**src/assert_macros.svh**
```systemverilog
// assertion macros used by the top level
`ifndef ASSERT_MACROS_SVH
`define ASSERT_MACROS_SVH
`ifndef SYNTHESIS
`define TSB_ASSERT(lbl, clk, rst, prop) \
  lbl: assert property (@(posedge clk) disable iff (rst) (prop)) \
    else $error("tsb assertion failed");
`define TSB_ASSERT_NEXT(lbl, clk, rst, ante, cons) \
  lbl: assert property (@(posedge clk) disable iff (rst) (ante) |=> (cons)) \
    else $error("tsb assertion failed");
`else
`define TSB_ASSERT(lbl, clk, rst, prop)
`define TSB_ASSERT_NEXT(lbl, clk, rst, ante, cons)
`endif
`endif

```
**src/tsb_pkg.sv**
```systemverilog
// shared types and constants of the text screen buffer
`timescale 1ns / 1ps
package tsb_pkg;

  localparam int SCREEN_ROWS_DEF = 25;
  localparam int SCREEN_COLS_DEF = 80;
  localparam int ROW_MAX_W       = 6;
  localparam int COL_MAX_W       = 8;
  localparam int MV_W            = 10;
  localparam int FIFO_DEPTH_DEF  = 2;
  localparam logic [7:0] BLANK   = 8'h20;

  localparam logic [3:0] OP_PRINT     = 4'd0;
  localparam logic [3:0] OP_SETFMT    = 4'd1;
  localparam logic [3:0] OP_SETCUR    = 4'd2;
  localparam logic [3:0] OP_MOVECUR   = 4'd3;
  localparam logic [3:0] OP_ERASE_EOL = 4'd4;
  localparam logic [3:0] OP_ERASE_SOL = 4'd5;
  localparam logic [3:0] OP_ERASE_EOS = 4'd6;
  localparam logic [3:0] OP_ERASE_SOS = 4'd7;
  localparam logic [3:0] OP_ERASE_LN  = 4'd8;
  localparam logic [3:0] OP_ERASE_SCR = 4'd9;
  localparam logic [3:0] OP_NEWLINE   = 4'd10;
  localparam logic [3:0] OP_BACKSP    = 4'd11;
  localparam logic [3:0] OP_SINGLE    = 4'd12;
  localparam logic [3:0] OP_DOUBLE    = 4'd13;
  localparam logic [3:0] OP_READ      = 4'd14;

  typedef struct packed {
    logic [3:0]        opcode;
    logic [7:0]        char_code;
    logic [7:0]        format_mask;
    logic              enable_bit;
    logic [4:0]        target_row;
    logic [6:0]        target_col;
    logic signed [7:0] delta_row;
    logic signed [7:0] delta_col;
  } cmd_in_t;

  typedef struct packed {
    logic [7:0] cell_char;
    logic [7:0] cell_format;
    logic [4:0] cursor_row_out;
    logic [6:0] cursor_col_out;
    logic [7:0] active_format;
    logic       double_mode_out;
  } rsp_t;

  // classified command as queued between front and back
  typedef struct packed {
    logic [3:0]           opcode;
    logic [7:0]           char_code;
    logic [7:0]           format_mask;
    logic                 enable_bit;
    logic [ROW_MAX_W-1:0] row;
    logic [COL_MAX_W-1:0] col;
    logic signed [7:0]    delta_row;
    logic signed [7:0]    delta_col;
    logic                 rd_ok;
  } cmd_t;

endpackage

```
**src/tsb_front.sv**
```systemverilog
// command front end: accepts items, clamps targets and queues them
`timescale 1ns / 1ps
module tsb_front #(
  parameter int SCREEN_ROWS = tsb_pkg::SCREEN_ROWS_DEF,
  parameter int SCREEN_COLS = tsb_pkg::SCREEN_COLS_DEF
) (
  input  logic             cmd_valid,
  output logic             cmd_ready,
  input  tsb_pkg::cmd_in_t cmd,
  input  logic             q_full,
  output logic             q_push,
  output tsb_pkg::cmd_t    q_data
);

  localparam logic [tsb_pkg::ROW_MAX_W-1:0] LAST_ROW = tsb_pkg::ROW_MAX_W'(SCREEN_ROWS - 1);
  localparam logic [tsb_pkg::COL_MAX_W-1:0] LAST_COL = tsb_pkg::COL_MAX_W'(SCREEN_COLS - 1);

  logic [tsb_pkg::ROW_MAX_W-1:0] trow;
  logic [tsb_pkg::COL_MAX_W-1:0] tcol;

  assign cmd_ready = !q_full;
  assign q_push    = cmd_valid && !q_full;

  always_comb begin
    trow = tsb_pkg::ROW_MAX_W'(cmd.target_row);
    tcol = tsb_pkg::COL_MAX_W'(cmd.target_col);
    q_data.opcode      = cmd.opcode;
    q_data.char_code   = cmd.char_code;
    q_data.format_mask = cmd.format_mask;
    q_data.enable_bit  = cmd.enable_bit;
    q_data.delta_row   = cmd.delta_row;
    q_data.delta_col   = cmd.delta_col;
    q_data.row         = (trow > LAST_ROW) ? LAST_ROW : trow;
    q_data.col         = (tcol > LAST_COL) ? LAST_COL : tcol;
    q_data.rd_ok       = (trow <= LAST_ROW) && (tcol <= LAST_COL);
  end

endmodule

```
**config.mk**
```make
export PLATFORM = sky130hd
export DESIGN_NAME = tsb_front
export DESIGN_NICKNAME = d
export VERILOG_FILES = /design/src/assert_macros.svh /design/src/tsb_pkg.sv /design/src/tsb_front.sv
export SDC_FILE = /design/constraint.sdc
export NUM_CORES = 1
export LEC_CHECK = 0
export ABC_CLOCK_PERIOD_IN_PS = 1000
export BUFFER_PORTS_ARGS = -buffer_cell sky130_fd_sc_hd__clkbuf_2
export CAP_MARGIN = 25
export CELL_PAD_IN_SITES_DETAIL_PLACEMENT = 0
export CELL_PAD_IN_SITES_GLOBAL_PLACEMENT = 1
export CORE_MARGIN = 4
export CORE_UTILIZATION = 11
export DETAILED_ROUTE_END_ITERATION = 8
export PLACE_DENSITY = 0.94
export SETUP_SLACK_MARGIN = 0.4
export SLEW_MARGIN = 5
export SYNTH_ARGS = -nofsm -noshare
export SYNTH_HDL_FRONTEND = slang
export SYNTH_SLANG_ARGS = --single-unit
```
**constraint.sdc**
```tcl
create_clock -name vclk -period 1
set_clock_uncertainty 0.2 [all_clocks]
set_input_delay 0.2 -clock vclk [all_inputs]
set_output_delay 0.2 -clock vclk [all_outputs]
set_load 0.03 [all_outputs]
```
## Word level (Yosys, flattened, before mapping)

Index checks and enable logic that the tools add are counted.

| word-level totals | value |
|---|---|
| bits in registers | 0 |
| output and inout port bits | 54 |
| word-level logic and storage cells | 9 |

| cells by class | value |
|---|---|
| magnitude comparators | 4 |
| mux-type cells | 2 |
| reduce and logical (&&, ||, !) cells | 3 |

Operators with widths:

| cell | count |
|---|---|
| 7-bit greater-than comparator (second input constant) | 1 |
| 7-bit less-or-equal comparator (second input constant) | 1 |
| 7-bit two-way mux | 1 |
| 5-bit greater-than comparator (second input constant) | 1 |
| 5-bit less-or-equal comparator (second input constant) | 1 |
| 5-bit two-way mux | 1 |
| 1-bit logical AND | 2 |
| 1-bit zero test | 1 |

## Depth between registers and ports, before layout

| logic depth | value |
|---|---|
| depth after elaboration | 2 |
| mapped depth | 2 |
| mapped depth without buffers | 2 |

## Worst setup path after synthesis

OpenSTA, ideal clock, no wires.

| path | value |
|---|---|
| kind | in2out |
| start point | input port cmd[20] (netlist bit) |
| end point | output port q_data[0] (netlist bit) |
| data arrival time | 0.699 ns |
| setup slack | -0.099 ns |
| stages on the path | 2 |
| cells stage by stage | o21ai_2 o21a_1 |

RTL lines:

| item | RTL line | source |
|---|---|---|
| start, declared | tsb_front.sv:9 | `input tsb_pkg::cmd_in_t cmd,` |
| end, declared | tsb_front.sv:12 | `output tsb_pkg::cmd_t q_data` |

==> summary.md <==
• run status: finished, violations left
• violations in the final reports: setup timing
• Max-Cap Viols: 0
• post-synthesis instance area: 399 sq um
• global placement routability congestion: 0.511
• family of cells with the greatest summed delay on the critical path: buffers and inverters
• leakage power figure: 0.341 nW
• starting density of the core: 0.117
• Max stage delay cell, worst path: sky130_fd_sc_hd__o21ai_4
• area of the die: 4660 sq um
• via total after detailed routing: 303
• CP most frequent cell: sky130_fd_sc_hd__buf_8
• Critical Path RT: 0.60 ns
• Crit path largest cell delay: 0.18 ns
• number of global-route vias before repair: 304
• Sequential cell area: 0 sq um
• worst setup timing slack at the placement stage: -0.275 ns
• Worst Hold Path Cells: 0
• count of unique library cells instantiated by Yosys: 11
• DRC violations left: 0
• Setup-failing EPs final: 10
• layout-stage area growth over the synthesis result: 85.6%
• first-pass GRT wire length: 1.72 mm
• commonest non-fill, non-tap cells in the layout: sky130_fd_sc_hd__buf_8, sky130_fd_sc_hd__clkbuf_2, sky130_fd_sc_hd__buf_6
• diodes inserted: 0
• post-synth top area share: 0.734
• largest driver fanout on the critical path: 4
• count of placed standard cells in the final layout, fillers left out: 98
• antenna violations before repair: 0
• class of the worst hold path: in -> out
• final worst path period need: 1.22 ns
• DRT iter0 DRCs: 2
• final clock period utilization by the worst path: 1.22
• number of clock buffers in the layout: 0
• Worst Hold End: q_data[12]
• fraction of layout cells with a size suffix above 1: 0.962
• top cells by area, synth: sky130_fd_sc_hd__buf_4, sky130_fd_sc_hd__nand2b_1, sky130_fd_sc_hd__and2_1, sky130_fd_sc_hd__nor2b_1, sky130_fd_sc_hd__clkbuf_1
• total of hold buffers inserted after clock tree synthesis: 0
• Peak supply drop: 0.0000545 V
• HPWL reported at the end of detailed placement: 955 microns
• worst path arrival time: 0.82 ns
• cell count after synthesis: 58
• placed cell count: 96
• number of nets still failing antenna checks after routing: 0
• core utilization of the finished layout: 0.217
• wire length per cell after detailed routing: 14.8 microns
• via-per-instance ratio: 3.09
• final hold violations: 0
• category of the critical setup timing path: in -> out
• average size of a mapped cell: 6.88 sq um
• Placement Cell Area: 419 sq um
• worst hold path startpoint: cmd[11]
• Row Count: 21
• cell taking the most area after synthesis: sky130_fd_sc_hd__buf_4
• critical path depth: 5
• setup repair after global routing missed its margin: true
• sequential cell count of the final layout: 0
• Ports: 105
• buffers plus inverters on the worst setup path: 3
• Core Footprint: 3420 sq um
• DIE HEIGHT: 68.2 microns
• detailed-route wire length: 1.45 mm
• share of the yosys chip area belonging to registers: 0
• crit-path cells: buf_8 -> o21ai_4 -> buf_12 -> nand2b_4 -> buf_8
• pin count of the biggest net entering global routing: 5
• total gr overflow: 0
• combined global-route utilization of all metal layers: 0.0504
• count of TritonRoute iterations in the first routing pass: 2
• Synth warnings: 0
• worst setup path startpoint: cmd[20]
• most common library cell in the layout ignoring fill and taps: sky130_fd_sc_hd__buf_8
• horizontal die dimension: 68.2 microns
• worst hold slack across all endpoints: 0.200 ns
• Worst setup EP type: output pin
• Final Net Count: 105
• kind of start point of the critical path: primary input
• worst path setup slack after routing: -0.225 ns
• port buffer count: 29
• maximum frequency from static timing analysis: 817 MHz
• total power per unit cell area: 553 nW/um^2
• max-slew violations: 0
• fin area: 741 sq um
[stage by stage]
| step | setup TNS (ns) | power [mW] |
|---|---|---|
| after floorplan | -0.0214 | 0.562 |
| after global placement | -2.14 | 0.243 |
| after detailed placement | -2.16 | 0.245 |
| after CTS | -1.63 | 0.349 |
| after global routing | -1.52 | 0.426 |
| final | -1.34 | 0.409 |
[worst max path at each step]
stage / to
2_1_floorplan: q_data[0]
3_5_place_dp: q_data[0]
5_1_grt: q_data[20]
4_1_cts: q_data[17]
3_3_place_gp: q_data[17]
6_report: q_data[18]
[where the power goes]
| group | total, mW | switching (mW) | internal (mW) |
|---|---|---|---|
| logic | 0.409 | 0.178 | 0.231 |
| clock network | 0 | 0 | 0 |
| registers | 0 | 0 | 0 |
[repair_timing]
item / 4_1_cts / 5_1_grt
setup endpoints to repair: 52 / 52
resized for setup: 46 / 29
pin swaps: 3 / 3
setup buffers: 1 / 1
[layout make-up]
type               instances  area [sq um]
repair buffers            35           478
inverters                  1          7.51
well taps                 46          57.6
multi-input cells         16           198
fillers                  353          2680
[synth_stat cells]
library cell,n
sky130_fd_sc_hd__inv_1,1
sky130_fd_sc_hd__buf_4,39
sky130_fd_sc_hd__conb_1,1
sky130_fd_sc_hd__nand2_1,1
sky130_fd_sc_hd__o21ai_2,1
sky130_fd_sc_hd__nor3_1,1
sky130_fd_sc_hd__nand2b_1,4
sky130_fd_sc_hd__o21a_1,1
sky130_fd_sc_hd__and2_1,3
sky130_fd_sc_hd__clkbuf_1,3
sky130_fd_sc_hd__nor2b_1,3
[metal layers]
layer / share of wire / up-vias / track usage
li1: - / 120 / -
met1: 0.20 / 125 / 0.0184
met4: 0.016 / 0 / 0.0124
met3: 0.28 / 8 / 0.0525
met5: 0 / - / 0
met2: 0.51 / 50 / 0.112
[cell families (layout without fill, tap and decap cells)]
| logic type | after synthesis | in the layout | synth area share |
|---|---|---|---|
| simple gates | 12 | 12 | 0.179 |
| other cells | 1 | 2 | 0.00940 |
| buf+inv | 43 | 36 | 0.771 |
| compound gates | 2 | 2 | 0.0408 |
No activity file was read; power rests on OpenSTA's default activity.
