$ cat src/assert_macros.svh
// assertion macros used by the top level
`ifndef ASSERT_MACROS_SVH
`define ASSERT_MACROS_SVH
`ifndef SYNTHESIS
`define TSB_ASSERT(lbl, clk, rst, prop) \
  lbl: assert property (@(posedge clk) disable iff (rst) (prop)) \
    else $error("tsb assertion failed");
`define TSB_ASSERT_NEXT(lbl, clk, rst, ante, cons) \
  lbl: assert property (@(posedge clk) disable iff (rst) (ante) |=> (cons)) \
    else $error("tsb assertion failed");
`else
`define TSB_ASSERT(lbl, clk, rst, prop)
`define TSB_ASSERT_NEXT(lbl, clk, rst, ante, cons)
`endif
`endif

$ cat src/tsb_pkg.sv
// shared types and constants of the text screen buffer
`timescale 1ns / 1ps
package tsb_pkg;

  localparam int SCREEN_ROWS_DEF = 25;
  localparam int SCREEN_COLS_DEF = 80;
  localparam int ROW_MAX_W       = 6;
  localparam int COL_MAX_W       = 8;
  localparam int MV_W            = 10;
  localparam int FIFO_DEPTH_DEF  = 2;
  localparam logic [7:0] BLANK   = 8'h20;

  localparam logic [3:0] OP_PRINT     = 4'd0;
  localparam logic [3:0] OP_SETFMT    = 4'd1;
  localparam logic [3:0] OP_SETCUR    = 4'd2;
  localparam logic [3:0] OP_MOVECUR   = 4'd3;
  localparam logic [3:0] OP_ERASE_EOL = 4'd4;
  localparam logic [3:0] OP_ERASE_SOL = 4'd5;
  localparam logic [3:0] OP_ERASE_EOS = 4'd6;
  localparam logic [3:0] OP_ERASE_SOS = 4'd7;
  localparam logic [3:0] OP_ERASE_LN  = 4'd8;
  localparam logic [3:0] OP_ERASE_SCR = 4'd9;
  localparam logic [3:0] OP_NEWLINE   = 4'd10;
  localparam logic [3:0] OP_BACKSP    = 4'd11;
  localparam logic [3:0] OP_SINGLE    = 4'd12;
  localparam logic [3:0] OP_DOUBLE    = 4'd13;
  localparam logic [3:0] OP_READ      = 4'd14;

  typedef struct packed {
    logic [3:0]        opcode;
    logic [7:0]        char_code;
    logic [7:0]        format_mask;
    logic              enable_bit;
    logic [4:0]        target_row;
    logic [6:0]        target_col;
    logic signed [7:0] delta_row;
    logic signed [7:0] delta_col;
  } cmd_in_t;

  typedef struct packed {
    logic [7:0] cell_char;
    logic [7:0] cell_format;
    logic [4:0] cursor_row_out;
    logic [6:0] cursor_col_out;
    logic [7:0] active_format;
    logic       double_mode_out;
  } rsp_t;

  // classified command as queued between front and back
  typedef struct packed {
    logic [3:0]           opcode;
    logic [7:0]           char_code;
    logic [7:0]           format_mask;
    logic                 enable_bit;
    logic [ROW_MAX_W-1:0] row;
    logic [COL_MAX_W-1:0] col;
    logic signed [7:0]    delta_row;
    logic signed [7:0]    delta_col;
    logic                 rd_ok;
  } cmd_t;

endpackage

$ cat src/tsb_fifo.sv
// short command queue between front and back
`timescale 1ns / 1ps
module tsb_fifo #(
  parameter int DEPTH = tsb_pkg::FIFO_DEPTH_DEF
) (
  input  logic          clk,
  input  logic          rst,
  input  logic          push,
  input  tsb_pkg::cmd_t push_data,
  input  logic          pop,
  output tsb_pkg::cmd_t head,
  output logic          full,
  output logic          empty
);

  localparam int PW = (DEPTH > 1) ? $clog2(DEPTH) : 1;
  localparam int NW = $clog2(DEPTH + 1);

  tsb_pkg::cmd_t   entries [DEPTH];
  logic [PW-1:0]   wr_ptr;
  logic [PW-1:0]   rd_ptr;
  logic [NW-1:0]   count;

  assign full  = (count == NW'(DEPTH));
  assign empty = (count == '0);
  assign head  = entries[rd_ptr];

  always_ff @(posedge clk) begin
    if (push) begin
      entries[wr_ptr] <= push_data;
    end
  end

  always_ff @(posedge clk) begin
    if (rst) begin
      wr_ptr <= '0;
      rd_ptr <= '0;
      count  <= '0;
    end else begin
      if (push) begin
        wr_ptr <= (wr_ptr == PW'(DEPTH - 1)) ? '0 : wr_ptr + 1'b1;
      end
      if (pop) begin
        rd_ptr <= (rd_ptr == PW'(DEPTH - 1)) ? '0 : rd_ptr + 1'b1;
      end
      if (push && !pop) begin
        count <= count + 1'b1;
      end else if (pop && !push) begin
        count <= count - 1'b1;
      end
    end
  end

endmodule

$ cat config.mk
export PLATFORM = sky130hd
export DESIGN_NAME = tsb_fifo
export DESIGN_NICKNAME = d
export VERILOG_FILES = /design/src/assert_macros.svh /design/src/tsb_pkg.sv /design/src/tsb_fifo.sv
export SDC_FILE = /design/constraint.sdc
export NUM_CORES = 1
export LEC_CHECK = 0
export ABC_AREA = 0
export ABC_CLOCK_PERIOD_IN_PS = 9700
export BUFFER_PORTS_ARGS = -buffer_cell sky130_fd_sc_hd__buf_2
export CAP_MARGIN = 30
export CELL_PAD_IN_SITES_DETAIL_PLACEMENT = 1
export CELL_PAD_IN_SITES_GLOBAL_PLACEMENT = 1
export CORE_ASPECT_RATIO = 0.9
export CORE_UTILIZATION = 25
export DETAILED_ROUTE_END_ITERATION = 12
export GPL_TIMING_DRIVEN = 0
export MAX_ROUTING_LAYER = met4
export PLACE_DENSITY_LB_ADDON = 0.1
export SYNTH_ARGS = -nofsm -noshare
export SYNTH_HDL_FRONTEND = slang
export SYNTH_SLANG_ARGS = --single-unit
$ cat constraint.sdc
create_clock -name clk -period 9.7 [get_ports clk]
set_input_delay 0 -clock clk [delete_from_list [all_inputs] [get_ports clk]]
set_output_delay 0 -clock clk [all_outputs]
set_load 0.05 [all_outputs]
Word-level counts from Yosys, hierarchy flattened. Memories as Yosys holds them, arrays and structs flattened. A register that Yosys moved wholly into a read port is not among the register bits. Cells that the tools add are included.

Memories: 1. Flip-flop bits (word level): 4. RAM bits: 104. ROM bits: 0. Output and inout port bits: 54. Bits of input ports: 56. Bits in latches: 0.

Div/mod/pow operators: 0. Bitwise gates (word level): 0. Multiply operators: 0. $lt $le $gt $ge: 0. Mux-type cells: 8. Shift operators: 0. Reduce and logical (&&, ||, !) cells: 6. Equal/unequal tests: 1. $add $sub $neg: 4.

Memories: entries (depth 2, bits a word 52, read ports 1, clocked after memory_dff 1, write ports 1, line tsb_fifo.sv:19) `tsb_pkg::cmd_t entries [DEPTH];`.

Operators by type and width (number): $mux 1 (6); $mux 2 (2); $add 1x1->1 const B (2); $add 2x1->2 const B (1); $eq 2x2->1 const B (1); $logic_and 1x1->1 (2); $logic_not 1->1 (2); $logic_not 2->1 (1); $reduce_bool 2->1 (1); $sub 2x1->2 const B (1).

Depth between registers and ports, before layout. Gate-level depths: netlist of the first run.

Depth in word-level cells: 4. Depth in mapped cells: 5. Depth with buffers taken out: 5.

Worst setup path after synthesis of the first run. Ideal clock, no wire load.

Path kind: register to register. Start: reg wr_ptr. End: mem entries[0][0] in the netlist's numbering (enable). Arrival time: 2646 ps. Path slack: 6586 ps. Setup time: 468 ps. Stages on the path, launching flop included: 2. Buffers on the path: 0. Required time: 9232 ps. Clock period less this slack: 3114 ps. Cell sequence: dfxtp_1 > nor2b_1.

RTL lines: from (decl) (line tsb_fifo.sv:20) `logic [PW-1:0] wr_ptr;`; from (signal assigned) (line tsb_fifo.sv:41) `wr_ptr <= (wr_ptr == PW'(DEPTH - 1)) ? '0 : wr_ptr + 1'b1;`; to (decl) (line tsb_fifo.sv:19).

No word-level cell before the write port.

==> results of run 1 <==
## Yosys cell counts
cell type | n | area, um2
a21oi_1 | 1 | 5.00
and2_1 | 1 | 6.26
and2b_2 | 1 | 8.76
buf_2 | 1 | 5.00
buf_4 | 5 | 37.5
dfxtp_1 | 5 | 100
edfxtp_1 | 104 | 3120
ha_1 | 1 | 12.5
inv_1 | 1 | 3.75
mux2_2 | 52 | 586
nor2_1 | 5 | 18.8
nor2b_1 | 1 | 6.26
o21ai_0 | 1 | 5.00
or3_1 | 1 | 6.26
xnor2_1 | 2 | 17.5
xor2_1 | 2 | 17.5
## worst max path at each step
stage                endpoint  slack (ns)  depth (start not counted)
6_report             head[21]        8.07                          4
5_1_grt              head[21]        7.95                          4
4_1_cts              head[44]        8.01                          4
3_5_place_dp   entries[1][33]        8.14                          1
3_3_place_gp    entries[0][8]        4.62                          1
2_1_floorplan   entries[0][0]        6.59                          1
## state kept, by name, summed over array words and instances, names as in the netlist, named ones only
signal / cells
count: 2
entries: 104
rd_ptr: 1
wr_ptr: 1
## critical path, delay by kind of cell (launching register included)
family                 cells  cell delay, ns
buffers and inverters      3            0.61
flip-flops                 1            0.30
multiplexers               1            0.37
## report_power, final
part / total, mW / switching, mW / internal [mW]
sequential: 0.555 / 0.00696 / 0.548
combinational: 0.215 / 0.143 / 0.0722
clock: 0.328 / 0.156 / 0.172
total: 1.10 / 0.306 / 0.792
## area by class of cell
cell class | count | area [um2]
Clock inverter | 5 | 27.5
Tap cell | 202 | 253
Fill cell | 1594 | 9820
Timing Repair Buffer | 166 | 1140
Clock buffer | 11 | 233
Sequential cell | 109 | 3220
Multi-Input combinational cell | 68 | 699
Buffer | 6 | 42.5
Inverter | 1 | 3.75
## layer usage
layer | vias to the layer above | part of all wire
met1 | 1130 | 0.43
met4 | 0 | 0.017
met2 | 58 | 0.51
met3 | 8 | 0.040
li1 | 1072 | -
met5 | - | 0
## through the flow
step,setup WS (ns),hold slack (ns),util
2_1_floorplan,6.59,0.0691,-
3_3_place_gp,4.62,0.187,0.308
3_5_place_dp,8.14,0.192,0.311
4_1_cts,8.01,0.356,0.364
5_1_grt,7.95,0.367,0.364
6_report,8.07,0.378,0.364
## logic make-up after synthesis
group,Yosys count,synth area share
flip-flops,109,0.814
multiplexers,52,0.148
AND/OR/NAND/NOR,9,0.0117
buffers and inverters,7,0.0117
XOR/XNOR,4,0.00885
AO/OA/AOI/OAI,2,0.00253
adder cells (fa/ha/maj),1,0.00316
==> impl_metrics.json, run 1 <==
{
  "status": "completed",
  "critPathMaxFanout": 10,
  "endpoint_kind": "output pin",
  "dieArea_um2": 16300,
  "cts_buffer_depth": 2,
  "grt_use_met1": 0.121,
  "grt_overflow": 0,
  "initial_utilization": 0.256,
  "tightestPinTransition_ns": 0.798,
  "grt_max_degree": 53,
  "r2r_end": "entries[1][14]",
  "dp_cells": 497,
  "cts.repair.resized": 0,
  "hold_path.class": "input pin to register",
  "yosys_warnings": 0,
  "crit_slowest_cell": "mux2_2",
  "grt_pass1_wl_mm": 12.5,
  "power_mw": 1.10,
  "clock_latency_ns": 0.34,
  "drive_gt1_frac": 0.500,
  "syn_nets": 241,
  "dpl.hpwl_mm": 5.07,
  "num_vias": 2268,
  "path_clk_slew_ns": 0.07,
  "avgSynthCellArea_um2": 21.5,
  "r2r_start": "wr_ptr",
  "final_common_cell": "buf_2",
  "gp_congestion": 0.618,
  "required_ns": 9.70,
  "rrSetupSlack_ns": 8.18,
  "final_area_um2": 5620,
  "tritoncts": "done",
  "cts_max_level": 3,
  "hold_end": "entries[0][24]",
  "busiest_layer": "met2",
  "rsz0062_at_grt": "false",
  "antenna_found_initial": 0,
  "most-common-layout-cells": "110 x buf_2, 104 x edfxtp_1, 55 x dlygate4sd3_1, 52 x mux2_2, 9 x clkbuf_16",
  "drc": 0,
  "setup_viol": 0,
  "slew_headroom": 0.468,
  "cts_made_buffers": 9,
  "grt_usage": 0.108,
  "timing.final.max_slew_violations": 0,
  "placed_cell_area_um2": 4810,
  "min_path_cells": 2,
  "min_period_ns": 1.63,
  "cellLeakagePower_nw": 2.10,
  "grt_util_met3": 0.0326,
  "worst_clock_skew_ns": 0.00361,
  "dr.pass1.iters": 4,
  "ys_seq_elements": 109,
  "hp-start": "push_data[24]",
  "ant_nets": 0,
  "num_rows": 43,
  "fin_setup_tns_ns": 0,
  "postCtsHoldBufs": 55,
  "antenna_cells": 0,
  "ys_seq_area_frac": 0.814,
  "post-cts-setup-buffers": 0,
  "cp-start-kind": "register",
  "power_density_nw_per_um2": 195,
  "cpPeakStageDelay_ns": 0.37,
  "area_growth_pct": 41.9,
  "grt_pass1_vias": 2511,
  "die_x_um": 135,
  "hold_violations": 0,
  "min_period_over_period": 0.168,
  "cts.sinks": 109,
  "path_class": "register to output pin",
  "via_per_inst": 3.99,
  "worstPathCellList": "buf_2 > buf_4 > mux2_2 > buf_2",
  "worstPathArrival_ns": 1.63,
  "wl_per_cell_um": 14.2,
  "reg2reg_depth": 1,
  "netlist_instances": 184,
  "clock-root-buffer": "clkbuf_16",
  "drv_cap": 0,
  "port_buffers": 109,
  "finalNonFillerCells": 568,
  "layout.nets": 418,
  "io_pins": 110,
  "peakVddDrop_mv": 0.124,
  "post_synth_num_cell_types": 16,
  "drt-total-wl_mm": 8.05,
  "use_met2": 0.179,
  "dr.first_iter.drc_count": 72,
  "core_area_um2": 15400,
  "cp_common_cell": "buf_2",
  "die_h_um": 121,
  "fmax_mhz": 614,
  "synth_area_um2": 3960
}
(Power assumes the default switching activity.)
==> inputs of run 2 (changes only) <==
--- a/config.mk
+++ b/config.mk
@@ -6,7 +6,7 @@
 export NUM_CORES = 1
 export LEC_CHECK = 0
 export ABC_AREA = 0
-export ABC_CLOCK_PERIOD_IN_PS = 9700
+export ABC_CLOCK_PERIOD_IN_PS = 1500
 export BUFFER_PORTS_ARGS = -buffer_cell sky130_fd_sc_hd__buf_2
 export CAP_MARGIN = 30
 export CELL_PAD_IN_SITES_DETAIL_PLACEMENT = 1
==> constraint.sdc (replaced) <==
create_clock -name clk -period 1.5 [get_ports clk]
set_input_delay 0 -clock clk [delete_from_list [all_inputs] [get_ports clk]]
set_output_delay 0 -clock clk [all_outputs]
set_load 0.05 [all_outputs]
==> impl_metrics.json, run 2 (synthesis results as in run 1) <==
{
  "cpPeakStageDelay_ns": 0.32,
  "dp_cells": 496,
  "path_clk_slew_ns": 0.07,
  "die_h_um": 121,
  "reg_top3": "entries: 104 flops, count: 2 flops",
  "power_density_nw_per_um2": 1270,
  "setup_viol": 44,
  "placed_cell_area_um2": 4790,
  "dieArea_um2": 16300,
  "fmax_mhz": 650,
  "most-common-layout-cells": "104 x edfxtp_1, 76 x buf_2, 54 x dlygate4sd3_1, 32 x mux2_2",
  "final_util": 0.396,
  "layout.nets": 423,
  "initial_utilization": 0.256,
  "largest-register": "entries",
  "peakVddDrop_mv": 0.707,
  "clock_latency_ns": 0.34,
  "cts_max_level": 3,
  "slew_headroom": 0.686,
  "antenna_cells": 0,
  "grt_pass1_wl_mm": 13.4,
  "dpl.hpwl_mm": 5.23,
  "gp_congestion": 0.614,
  "largest_reg_flops": 104,
  "clock-root-buffer": "clkbuf_16",
  "grt_max_degree": 53,
  "via_per_inst": 4.01,
  "cts_buffer_depth": 2,
  "antenna_found_initial": 0,
  "min_period_over_period": 1.03,
  "drt-total-wl_mm": 8.85,
  "drc": 0,
  "wl_per_cell_um": 15.5,
  "min_period_ns": 1.54,
  "hold_violations": 0,
  "port_buffers": 109,
  "final_area_um2": 6110,
  "cp_num_cells": 5,
  "io_pins": 110,
  "cts.sinks": 109,
  "worstPathArrival_ns": 1.54,
  "cp_top_family": "buffers and inverters",
  "grt_pass1_vias": 2557,
  "reg2reg_depth": 2,
  "fin_setup_tns_ns": -0.643,
  "drv_cap": 0,
  "grt_overflow": 0,
  "rsz0062_at_grt": "true",
  "area_growth_pct": 54.3,
  "critPathMaxFanout": 6,
  "required_ns": 1.50,
  "tightestPinTransition_ns": 0.469,
  "num_vias": 2292,
  "die_x_um": 135,
  "grt_usage": 0.116,
  "endpoint_kind": "output pin",
  "tritoncts": "done",
  "drive_gt1_frac": 0.522,
  "post-place-ws_ns": -0.227,
  "hold_path.class": "input pin to register",
  "path_class": "register to output pin",
  "min_path_cells": 3,
  "path_buf_inv": 4,
  "cellLeakagePower_nw": 2.34,
  "cp_common_cell": "buf_6",
  "num_rows": 43,
  "dr.first_iter.drc_count": 80,
  "finalNonFillerCells": 572,
  "setup_ws_ns": -0.0377,
  "core_area_um2": 15400,
  "cts_made_buffers": 9,
  "violations": "setup timing",
  "cp-start-kind": "register",
  "crit_slowest_cell": "dfxtp_2",
  "final_common_cell": "edfxtp_1",
  "timing.final.max_slew_violations": 0,
  "status": "finished, violations left",
  "worst_clock_skew_ns": 0.00462,
  "ant_nets": 0,
  "worstPathCellList": "buf_6 > buf_6 > clkbuf_16 > mux2_4 > buf_8",
  "dr.pass1.iters": 4
}
run 2: what timing repair did:
action                                  4_1_cts  5_1_grt
pin swaps                                     1        0
endpoints found under the setup margin       77      104
resized for setup                            70       44
hold buffers                                 54        0
cloned                                        2        2
setup buffers                                 3        0
hold endpoints to repair                    109        0
run 2: tightest hold or removal path, delay by kind of cell:
kind,cells,cell delay (ns)
buf+inv,1,0.19
simple gates,1,0.07
xor+xnor,1,0.09
run 2: final cells by class:
type                    count  area, um2
multi-input cells          70        797
well taps                 202        253
inverters                   1       3.75
repair buffers            169       1440
fillers                  1528       9330
clock inverters             5       76.3
plain buffers               6       85.1
clock buffers              10        229
flip-flops and latches    109       3230
run 2: power by group:
group,internal [mW],switching [mW]
Combinational,0.708,0.986
Sequential,3.54,0.0532
Clock,1.45,1.02
Total,5.70,2.05
run 2: metrics by stage:
step	hold slack, ns	power [mW]
floorplan	0.0650	4.59
detailed placement	0.191	4.96
finish	0.0462	7.75
global route	0.0607	8.08
global placement	0.187	4.93
CTS	0.00708	7.78
run 2: worst paths after layout:
check,slack (ns),to,start
max reg2reg,0.13,entries[0][14],wr_ptr
min reg2reg,0.53,rd_ptr,rd_ptr
min,0.05,wr_ptr,push
max,-0.04,head[25],register
run 2: layer usage:
layer	up-vias	track usage	wire length (um)
met4	0	0.0442	127
met1	1147	0.126	3760
li1	1080	-	-
met2	56	0.201	4640
met3	9	0.0330	329
met5	-	-	0
==> inputs of run 3 (changes only) <==
--- a/config.mk
+++ b/config.mk
@@ -11,7 +11,7 @@
 export CAP_MARGIN = 30
 export CELL_PAD_IN_SITES_DETAIL_PLACEMENT = 1
 export CELL_PAD_IN_SITES_GLOBAL_PLACEMENT = 1
-export CORE_ASPECT_RATIO = 0.9
+export CORE_ASPECT_RATIO = 0.5
 export CORE_UTILIZATION = 25
 export DETAILED_ROUTE_END_ITERATION = 12
 export GPL_TIMING_DRIVEN = 0
==> constraint.sdc (replaced) <==
create_clock -name clk -period 1.5 [get_ports clk]
set_input_delay 0.15 -clock clk [delete_from_list [all_inputs] [get_ports clk]]
set_output_delay 0.15 -clock clk [all_outputs]
set_load 0.05 [all_outputs]
==> impl_metrics.json, run 3 (synthesis results as in run 1) <==
{
  "cpPeakStageDelay_ns": 0.34,
  "fmax_mhz": 609,
  "final_area_um2": 6170,
  "holdWs_ns": 0.0261,
  "largest_reg_flops": 104,
  "wl_per_cell_um": 14.7,
  "die_h_um": 91.0,
  "num_rows": 32,
  "final_common_cell": "edfxtp_1",
  "cts_max_level": 3,
  "dr.first_iter.drc_count": 61,
  "core_area_um2": 15500,
  "cp_common_cell": "buf_12",
  "io_pins": 110,
  "min_path_cells": 2,
  "grt_pass1_vias": 2515,
  "gp_congestion": 0.634,
  "drc": 5,
  "most-common-layout-cells": "104 x edfxtp_1, 57 x buf_2, 52 x dlygate4sd3_1, 42 x buf_6, 39 x mux2_2",
  "tightestPinTransition_ns": 0.486,
  "die_x_um": 180,
  "violations": "DRC, setup timing",
  "ant_nets": 0,
  "power_mw": 7.51,
  "critPathMaxFanout": 10,
  "num_vias": 2301,
  "reg_top3": "entries: 104 flops, count: 2 flops",
  "power_density_nw_per_um2": 1220,
  "dpl.hpwl_mm": 5.18,
  "area_growth_pct": 55.8,
  "drv_cap": 0,
  "dr_wl_met2_mm": 4.36,
  "setup_viol": 52,
  "initial_utilization": 0.256,
  "cellLeakagePower_nw": 2.33,
  "clock-root-buffer": "clkbuf_16",
  "path_class": "register to output pin",
  "grt_max_degree": 35,
  "status": "finished, violations left",
  "via_per_inst": 4.01,
  "grt_usage": 0.113,
  "slew_headroom": 0.676,
  "placed_cell_area_um2": 4810,
  "fin_setup_tns_ns": -6.44,
  "highest_layer": "met4",
  "cts.sinks": 109,
  "layout.nets": 422,
  "dieArea_um2": 16400,
  "worstPathArrival_ns": 1.49,
  "crit_slowest_cell": "dfxtp_2",
  "setup_ws_ns": -0.143,
  "peakVddDrop_mv": 0.475,
  "cp-start-kind": "register",
  "antenna_found_initial": 0,
  "min_period_ns": 1.64,
  "tritoncts": "done",
  "cts_buffer_depth": 2,
  "drive_gt1_frac": 0.527,
  "grt_overflow": 0,
  "endpoint_kind": "output pin",
  "min_period_over_period": 1.10,
  "reg2reg_depth": 2,
  "drt-total-wl_mm": 8.44,
  "cts_made_buffers": 9,
  "path_clk_slew_ns": 0.07,
  "met1_length_mm": 3.66,
  "hold_violations": 0,
  "port_buffers": 109,
  "grt_pass1_wl_mm": 13.3,
  "worst_clock_skew_ns": 0.00877,
  "antenna_cells": 0,
  "clock_latency_ns": 0.34,
  "largest-register": "entries",
  "timing.final.max_slew_violations": 0,
  "post-place-ws_ns": -0.141,
  "dr.pass1.iters": 8,
  "rsz0062_at_grt": "true",
  "required_ns": 1.35,
  "wl_met3_um": 336,
  "worstPathCellList": "buf_12 > buf_12 > mux2_2 > buf_6",
  "hold_path.class": "input pin to register"
}
run 3: path summary, 6_finish.rpt:
check / start / slack [ns] / end
worst min register to register: count[1] / 0.51 / count[1]
worst max-delay path: register / -0.14 / head[48]
worst max register to register: wr_ptr / 0.27 / entries[1][41]
worst min-delay path: rst / 0.03 / wr_ptr
run 3: final cells by class:
type	instances	area (um2)
Multi-Input combinational cell	69	762
Tap cell	204	255
Clock buffer	11	233
Fill cell	1553	9290
Timing Repair Buffer	169	1530
Sequential cell	109	3230
Inverter	1	3.75
Buffer	6	120
Clock inverter	5	36.3
run 3: layer usage:
metal  track usage  up-vias
li1              -     1080
met3        0.0361        9
met4        0.0323        0
met2         0.193       52
met1         0.126     1160
met5             -        -
run 3: repair_timing:
item / CTS / global route
endpoints found under the hold margin: 100 / 4
endpoints found under the setup margin: 115 / 67
cloned: 2 / 0
gates resized for setup: 96 / 54
setup buffers: 0 / 5
hold buffers: 50 / 2
pin swaps: 0 / 1
run 3: where the power goes:
| group | switching, mW | internal [mW] | total, mW |
|---|---|---|---|
| combinational | 0.988 | 0.767 | 1.76 |
| clock | 1.03 | 1.13 | 2.16 |
| sequential | 0.0528 | 3.54 | 3.60 |
| total | 2.07 | 5.44 | 7.51 |
run 3: critical path: cells and delay by family (launching register included):
| kind | cells | cell delay (ns) |
|---|---|---|
| buf+inv | 3 | 0.46 |
| mux | 1 | 0.34 |
| flops | 1 | 0.34 |
run 3: metrics by stage:
step / instances / utilization
2_1_floorplan: 184 / -
3_3_place_gp: 497 / 0.309
3_5_place_dp: 499 / 0.311
4_1_cts: 567 / 0.382
5_1_grt: 574 / 0.399
6_report: 574 / 0.399
